[src/sv/assert_macros.svh]
// Assertion helpers used by the RTL datapath.
`ifndef ASSERT_MACROS_SVH
`define ASSERT_MACROS_SVH

// Concurrent assertion on the rising clock edge, off while reset is held.
`define ASSERT_AT(lbl, clk, rstn, prop) \
  lbl: assert property (@(posedge clk) disable iff (!rstn) prop) \
    else $error("assertion failed");

// Same check with a fixed message for bounds.
`define ASSERT_BOUND(lbl, clk, rstn, prop) \
  lbl: assert property (@(posedge clk) disable iff (!rstn) prop) \
    else $error("value out of bounds");

`endif

[src/sv/plob_pkg.sv]
// ----------------------------------------------------------------------------
// plob_pkg
// Shared constants and types of the price-level order book.
// ----------------------------------------------------------------------------
`default_nettype none

package plob_pkg;

  localparam int MaxLevels = 64;
  localparam int MaxView   = 16;
  localparam int LvlIdxW   = $clog2(MaxLevels);
  localparam int CntW      = $clog2(MaxLevels + 1);
  localparam int EntryW    = 64;

  localparam logic [4:0] DepthReset = 5'd10;

  localparam logic [1:0] ActAdd    = 2'd0;
  localparam logic [1:0] ActReduce = 2'd1;
  localparam logic [1:0] ActIgnore = 2'd2;
  localparam logic [1:0] ActClear  = 2'd3;

  localparam logic [1:0] SideBid = 2'd0;
  localparam logic [1:0] SideAsk = 2'd1;

  typedef enum logic [3:0] {
    OpNone,
    OpCapture,
    OpRead,
    OpNext,
    OpWrUpd,
    OpSetOvf,
    OpInsInit,
    OpShRdDn,
    OpShWrDn,
    OpWrNew,
    OpShRdUp,
    OpShWrUp,
    OpDec,
    OpPubInit,
    OpPubRead,
    OpPubEmit
  } dp_op_e;

  typedef struct packed {
    dp_op_e op;
  } dp_cmd_t;

  typedef struct packed {
    logic book_item;
    logic is_add;
    logic publish;
    logic cnt_end;
    logic match;
    logic beyond;
    logic full;
    logic remove;
    logic at_pos;
    logic up_end;
    logic last;
  } dp_stat_t;

endpackage

`default_nettype wire

[src/sv/plob_ctrl.sv]
// ----------------------------------------------------------------------------
// plob_ctrl
// Sequencer for search, shift, update and publish of the order book.
// ----------------------------------------------------------------------------
`default_nettype none

module plob_ctrl (
  input  wire logic               clk_i,
  input  wire logic               rst_ni,
  input  wire logic               start_i,
  output logic                    busy_o,
  input  wire plob_pkg::dp_stat_t stat_i,
  output plob_pkg::dp_cmd_t       cmd_o
);

  typedef enum logic [12:0] {
    StIdle  = 13'b0000000000001,
    StDisp  = 13'b0000000000010,
    StSrch  = 13'b0000000000100,
    StCmp   = 13'b0000000001000,
    StNotFd = 13'b0000000010000,
    StIns   = 13'b0000000100000,
    StInsW  = 13'b0000001000000,
    StRm    = 13'b0000010000000,
    StRmW   = 13'b0000100000000,
    StPubI  = 13'b0001000000000,
    StPRd   = 13'b0010000000000,
    StPEmit = 13'b0100000000000,
    StFound = 13'b1000000000000
  } state_e;

  state_e state_q, state_d;

  always_comb begin
    state_d    = state_q;
    cmd_o.op   = plob_pkg::OpNone;
    unique case (state_q)
      StIdle: begin
        if (start_i) begin
          cmd_o.op = plob_pkg::OpCapture;
          state_d  = StDisp;
        end
      end
      StDisp:  state_d = stat_i.book_item ? StSrch : StPubI;
      StSrch: begin
        if (stat_i.cnt_end) begin
          state_d = StNotFd;
        end else begin
          cmd_o.op = plob_pkg::OpRead;
          state_d  = StCmp;
        end
      end
      StCmp: begin
        if (stat_i.match) begin
          state_d = StFound;
        end else if (stat_i.beyond) begin
          state_d = StNotFd;
        end else begin
          cmd_o.op = plob_pkg::OpNext;
          state_d  = StSrch;
        end
      end
      StFound: begin
        if (!stat_i.is_add && stat_i.remove) begin
          state_d = StRm;
        end else begin
          cmd_o.op = plob_pkg::OpWrUpd;
          state_d  = StPubI;
        end
      end
      StNotFd: begin
        if (!stat_i.is_add) begin
          state_d = StPubI;
        end else if (stat_i.full) begin
          cmd_o.op = plob_pkg::OpSetOvf;
          state_d  = StPubI;
        end else begin
          cmd_o.op = plob_pkg::OpInsInit;
          state_d  = StIns;
        end
      end
      // Insert opens a gap by moving entries up from the tail.
      StIns: begin
        if (stat_i.at_pos) begin
          cmd_o.op = plob_pkg::OpWrNew;
          state_d  = StPubI;
        end else begin
          cmd_o.op = plob_pkg::OpShRdDn;
          state_d  = StInsW;
        end
      end
      StInsW: begin
        cmd_o.op = plob_pkg::OpShWrDn;
        state_d  = StIns;
      end
      // Remove closes the gap by moving later entries down.
      StRm: begin
        if (stat_i.up_end) begin
          cmd_o.op = plob_pkg::OpDec;
          state_d  = StPubI;
        end else begin
          cmd_o.op = plob_pkg::OpShRdUp;
          state_d  = StRmW;
        end
      end
      StRmW: begin
        cmd_o.op = plob_pkg::OpShWrUp;
        state_d  = StRm;
      end
      StPubI: begin
        cmd_o.op = plob_pkg::OpPubInit;
        state_d  = stat_i.publish ? StPRd : StIdle;
      end
      StPRd: begin
        cmd_o.op = plob_pkg::OpPubRead;
        state_d  = StPEmit;
      end
      StPEmit: begin
        cmd_o.op = plob_pkg::OpPubEmit;
        state_d  = stat_i.last ? StIdle : StPRd;
      end
      default: state_d = StIdle;
    endcase
  end

  always_ff @(posedge clk_i or negedge rst_ni) begin
    if (!rst_ni) begin
      state_q <= StIdle;
    end else begin
      state_q <= state_d;
    end
  end

  assign busy_o = state_q != StIdle;

endmodule

`default_nettype wire

[config.mk]
export PLATFORM = sky130hd
export DESIGN_NAME = plob_ctrl
export DESIGN_NICKNAME = d
export VERILOG_FILES = /design/src/sv/assert_macros.svh /design/src/sv/plob_pkg.sv /design/src/sv/plob_ctrl.sv
export SDC_FILE = /design/constraint.sdc
export NUM_CORES = 1
export LEC_CHECK = 0
export ABC_CLOCK_PERIOD_IN_PS = 2400
export BUFFER_PORTS_ARGS = -buffer_cell sky130_fd_sc_hd__buf_4
export CORE_ASPECT_RATIO = 1.4
export CORE_MARGIN = 2
export CORE_UTILIZATION = 48
export DETAILED_ROUTE_END_ITERATION = 8
export GPL_ROUTABILITY_DRIVEN = 0
export PLACE_DENSITY = 0.71
export SETUP_SLACK_MARGIN = 0.02
export SYNTH_ARGS = -nofsm -noshare
export SYNTH_HDL_FRONTEND = slang
export SYNTH_SLANG_ARGS = --single-unit
[constraint.sdc]
create_clock -name clk_i -period 2.4 [get_ports clk_i]
set_input_delay 0.24 -clock clk_i [delete_from_list [all_inputs] [get_ports clk_i]]
set_output_delay 0.24 -clock clk_i [all_outputs]
set_load 0.02 [all_outputs]
# After elaboration in Yosys (flattened, before gate mapping)
# Cells that the tools add are included.
dict set report totals {
  register_bits 13
  inputBits 14
  output_inout_bits 5
  word_cells 41
}
dict set report op_classes {
  eq_ne 15
  mux 23
  reduce_logical 2
}
# op n
set ops {}
lappend ops {{13-bit one-hot mux with 13 select lines} 1}
lappend ops {{10-bit two-way mux} 6}
lappend ops {{4-bit one-hot mux with 12 select lines} 1}
lappend ops {{13-bit two-way mux} 2}
lappend ops {{11-bit two-way mux} 2}
lappend ops {{13-bit by 1-bit == test with 1-bit output, second input constant} 1}
lappend ops {{13-bit by 10-bit == test with 1-bit output, second input constant} 1}
lappend ops {{13-bit by 11-bit == test with 1-bit output, second input constant} 1}
lappend ops {{13-bit by 12-bit == test with 1-bit output, second input constant} 1}
lappend ops {{13-bit == test, second input constant} 1}
lappend ops {{13-bit by 2-bit == test with 1-bit output, second input constant} 1}
lappend ops {{13-bit by 3-bit == test with 1-bit output, second input constant} 1}
lappend ops {{13-bit by 4-bit == test with 1-bit output, second input constant} 1}
lappend ops {{13-bit by 5-bit == test with 1-bit output, second input constant} 1}
lappend ops {{13-bit by 6-bit == test with 1-bit output, second input constant} 1}
lappend ops {{13-bit by 7-bit == test with 1-bit output, second input constant} 1}
lappend ops {{13-bit by 8-bit == test with 1-bit output, second input constant} 1}
lappend ops {{13-bit by 9-bit == test with 1-bit output, second input constant} 1}
lappend ops {{13-bit by 1-bit inequality test with 1-bit output, second input constant} 1}
lappend ops {{5-bit two-way mux} 2}
lappend ops {{3-bit two-way mux} 3}
lappend ops {{2-bit two-way mux} 4}
lappend ops {{4-bit two-way mux} 1}
lappend ops {{2-bit inequality test, second input constant} 1}
lappend ops {{3 further kinds} 3}

# Depth between registers and ports, before layout
dict set report logic_depth {
  depth_word 4
  ltp_mapped 6
  ltp_nobuf 4
}

# Worst setup path after synthesis
# No wires, ideal clock.
dict set report synth_path {
  kind {register -> output}
  startpoint {reg state_q[4]}
  endpoint {out cmd_o[1] in the netlist's numbering}
  arrival_ns 1.695
  t_required_ns 2.160
  path_slack_ns 0.465
  path_stages_with_launch 6
  path_buffers 1
  cell_sequence {dfrtp_1 > buf_2 > nor4_2 > nand4_2 > o22ai_1 > or4b_1}
}
# element line
set synth_rtl {}
lappend synth_rtl {{start: declaration} plob_ctrl.sv:32} ;# state_e state_q, state_d;
lappend synth_rtl {{start signal: assignment} plob_ctrl.sv:128} ;# state_q <= StIdle;
lappend synth_rtl {{start signal: assignment} plob_ctrl.sv:130} ;# state_q <= state_d;
lappend synth_rtl {{end: declaration} plob_ctrl.sv:13} ;# output plob_pkg::dp_cmd_t cmd_o

==> flow_metrics.py <==
metrics = {
    "outcome": {
        "run_status": "complete, no violations",
    },
    "detailed_routing": {
        "firstDrtPassIters": 4,
        "dr_total_vias": 1062,
        "wirelength_um": 2830,
        "ant_nets": 0,
        "drtIter0Drc": 47,
        "via_per_inst": 6.40,
        "wire_per_inst_um": 17.0,
        "drc": 0,
    },
    "floorplanning": {
        "core_area_mm2": 0.00197,
        "design.die.area_mm2": 0.00247,
        "design.portCount": 19,
        "initial_utilization_pct": 50.8,
        "num_rows": 19,
        "chipHeight_um": 58.1,
        "die_w_um": 42.6,
    },
    "yosys": {
        "ys.warnings.count": 0,
        "asyncSetResetFlopFracSynth_pct": 100,
        "synth_area_mm2": 0.00100,
        "synth.ff_latch_count": 13,
        "netlist.top_cell.by_area": "sky130_fd_sc_hd__dfrtp_1",
        "synthCells": 120,
        "commonest_cells_post_synth": "13 x sky130_fd_sc_hd__nor2_1, 12 x sky130_fd_sc_hd__dfrtp_1, 8 x sky130_fd_sc_hd__nand4_1",
        "post_synth_num_cell_types": 43,
        "synth_most_common_cell": "sky130_fd_sc_hd__nor2_1",
        "dominantRegCellSynth": "sky130_fd_sc_hd__dfrtp_1",
        "post_synth_main_area_contributors": "sky130_fd_sc_hd__dfrtp_1 30%, sky130_fd_sc_hd__nand4_1 5.0%, sky130_fd_sc_hd__nor2_1 4.9%",
        "synth_top_area_share_pct": 30.0,
        "postSynthNetCount": 134,
        "synth.avg_cell_area_um2": 8.35,
        "synth_sequential_area_ratio_pct": 32.6,
        "synth_enable_flop_cells": 0,
    },
    "critical_path": {
        "max_fo_critical_path": 12,
        "critical_path.reg2reg.endpoint": "state_q[0]$_DFFE_PN1P_",
        "worst_ep_required_time_ns": 2.16,
        "worst-setup-path-type": "flip-flop to primary output",
        "cp_launch_type": "flip-flop",
        "critical_path.reg2reg.startpoint": "state_q[6]$_DFFE_PN0P_",
        "register_to_register_path_depth": 4,
        "worst_ep_arrival_time_ns": 2.08,
        "setup.worst_path.end_class": "primary output",
        "r2r_setup_slack_ns": 0.46,
    },
    "power_and_ir_drop": {
        "worst_ir_drop_vdd_v": 0.000424,
        "power.static_leakage_uw": 0.000582,
        "total_internal_power_uw": 549,
        "seqPwrFrac_pct": 30.8,
        "p_sw_uw": 375,
        "p_clk_share_pct": 15.3,
        "p_per_area_mw_per_mm2": 732,
        "power.switching_fraction_pct": 40.6,
        "p_comb_share_pct": 53.9,
    },
    "grt": {
        "gr-max-usage-layer": "met2",
        "grt_util_met3_pct": 1.25,
        "global_route_wire_length_before_repair_um": 4600,
        "grtUsageTotal_pct": 24.4,
        "grt_remaining_overflow": 0,
        "pin_count_of_the_biggest_net_entering_global_routing": 14,
        "grt_antenna_before_repair": 0,
        "globalRouteMet2Util_pct": 44.2,
        "grt_pass1_vias": 1026,
        "use_met1_pct": 27.8,
    },
    "layout": {
        "num-nets-final": 160,
        "final_layout_size_suffix_gt1_share_pct": 29.0,
        "max_flop_register": "state_q",
        "area_growth_syn_to_layout_pct": 26.0,
        "largest_register_ff_count": 13,
        "biggestRegsByFlops": "state_q (13)",
        "finish.cell_count_without_fillers": 166,
        "antenna_cells": 0,
    },
    "sta": {
        "slew_headroom_pct": 71.8,
        "total_negative_setup_slacks_ns": 0,
        "max_clock_freq_mhz": 431,
        "layout_worst_path_cycle_share_pct": 96.6,
        "worst_clock_skew_ns": 0.00341,
        "fin_crit_ns": 2.32,
        "tightest_slew_ns": 0.423,
        "final_setup_violation_count": 0,
        "slew_violations": 0,
        "hold_viol": 0,
    },
    "clock_network": {
        "clock_tree.buffer_depth": 2,
        "cts.reportedPaths.clkPinSlew_ns": 0.08,
        "cts_tree": "built",
        "clk_latency_ns": 0.28,
        "number_of_buffers_created_by_cts": 3,
        "cts_root_buffer": "sky130_fd_sc_hd__clkbuf_4",
        "htree_num_levels": 1,
        "tritoncts_num_sinks": 13,
    },
    "job": {
        "timing.max_cap.violations": 0,
    },
    "min_path": {
        "holdCritPathClass": "input port to flip-flop",
        "hold-path-cell-count": 2,
        "hold_path.startpoint": "stat_i[2]",
        "min_to": "state_q[6]$_DFFE_PN0P_",
    },
    "placed_design": {
        "port_buffers": 18,
        "placedCellCount": 158,
        "dp.final_hpwl_um": 2040,
    },
}
layout by cell type, fill, tap and decap left out, types with 3 or more instances in the layout:
master / netlist / routed
sky130_fd_sc_hd__nand2_1: 7 / 7
sky130_fd_sc_hd__nand3_1: 4 / 4
sky130_fd_sc_hd__o21ai_0: 4 / 3
sky130_fd_sc_hd__nor2_1: 13 / 13
sky130_fd_sc_hd__xor2_1: 3 / 3
sky130_fd_sc_hd__dfrtp_1: 12 / 9
sky130_fd_sc_hd__nand4_1: 8 / 8
sky130_fd_sc_hd__nor3b_1: 3 / 3
sky130_fd_sc_hd__inv_1: 6 / 6
sky130_fd_sc_hd__nand2b_1: 3 / 3
sky130_fd_sc_hd__nor2b_1: 6 / 6
sky130_fd_sc_hd__clkbuf_4: 0 / 3
sky130_fd_sc_hd__buf_4: 0 / 26
sky130_fd_sc_hd__nor3_1: 3 / 3
sky130_fd_sc_hd__dfrtp_2: 0 / 3
sky130_fd_sc_hd__o22ai_1: 4 / 4
sky130_fd_sc_hd__nor4_1: 6 / 4
per-layer routing:
metal / vias to the layer above / wire [um]
li1: 504 / -
met1: 496 / 1080
met5: - / 0
met2: 49 / 1490
met4: 0 / 119
met3: 13 / 128
worst max path at each step:
stage | start | endpoint | slack (ns) | cells past startpoint
floorplan | state_q[4]$_DFFE_PN0P_ | cmd_o[1] | 0.47 | 5
CTS | state_q[0]$_DFFE_PN1P_ | cmd_o[2] | 0.05 | 6
global route | state_q[4]$_DFFE_PN0P_ | cmd_o[1] | -0.008 | 6
finish | state_q[0]$_DFFE_PN1P_ | cmd_o[2] | 0.08 | 6
global placement | state_q[0]$_DFFE_PN1P_ | cmd_o[2] | 0.36 | 6
detailed placement | state_q[6]$_DFFE_PN0P_ | cmd_o[0] | 0.32 | 5
power groups by stage:
stage,clock (uW),sequential [uW],combinational [uW]
after global routing,154,289,545
after detailed placement,0,291,423
after global placement,0,290,420
after floorplan,0,280,304
after CTS,144,287,434
final,142,285,498
worst max-delay path: stages, from the launching register on:
cell                      delay (ns)
sky130_fd_sc_hd__dfstp_2        0.57
sky130_fd_sc_hd__nor4_1         0.06
sky130_fd_sc_hd__buf_4          0.19
sky130_fd_sc_hd__nand4_1        0.13
sky130_fd_sc_hd__o21ai_1        0.11
sky130_fd_sc_hd__or4_1          0.56
sky130_fd_sc_hd__buf_4          0.18
final cells by class:
type,count,area (um^2)
fillers,176,711
repair buffers,27,205
inverters,6,22.5
flip-flops and latches,13,330
clock buffers,4,26.3
well taps,21,26.3
multi-input cells,95,652
through the flow:
step | area (um^2) | util, % | setup WS [ns] | hold WS, ns | power [uW]
floorplan | 1000 | - | 0.465 | -0.0556 | 585
global placement | 1170 | 59.2 | 0.362 | 0.0960 | 710
detailed placement | 1170 | 59.2 | 0.318 | 0.0956 | 714
CTS | 1210 | 61.4 | 0.0495 | 0.117 | 864
global route | 1260 | 64.0 | -0.00779 | 0.118 | 988
finish | 1260 | 64.0 | 0.0822 | 0.118 | 924
logic make-up after synthesis:
logic type / synth area share [%]
xor gates and xnor gates: 3.50
buffers and inverters: 5.49
AOI/OAI and AO/OA: 15.1
and+or+nand+nor: 43.3
DFF: 32.6
what timing repair did:
item / CTS / global route
gates cloned: 0 / 0
hold endpoints to repair: 12 / 0
hold buffers: 1 / 0
setup buffers: 0 / 3
resized for setup: 1 / 8
endpoints found under the setup margin: 1 / 4
No activity file was read; power rests on OpenSTA's default activity.
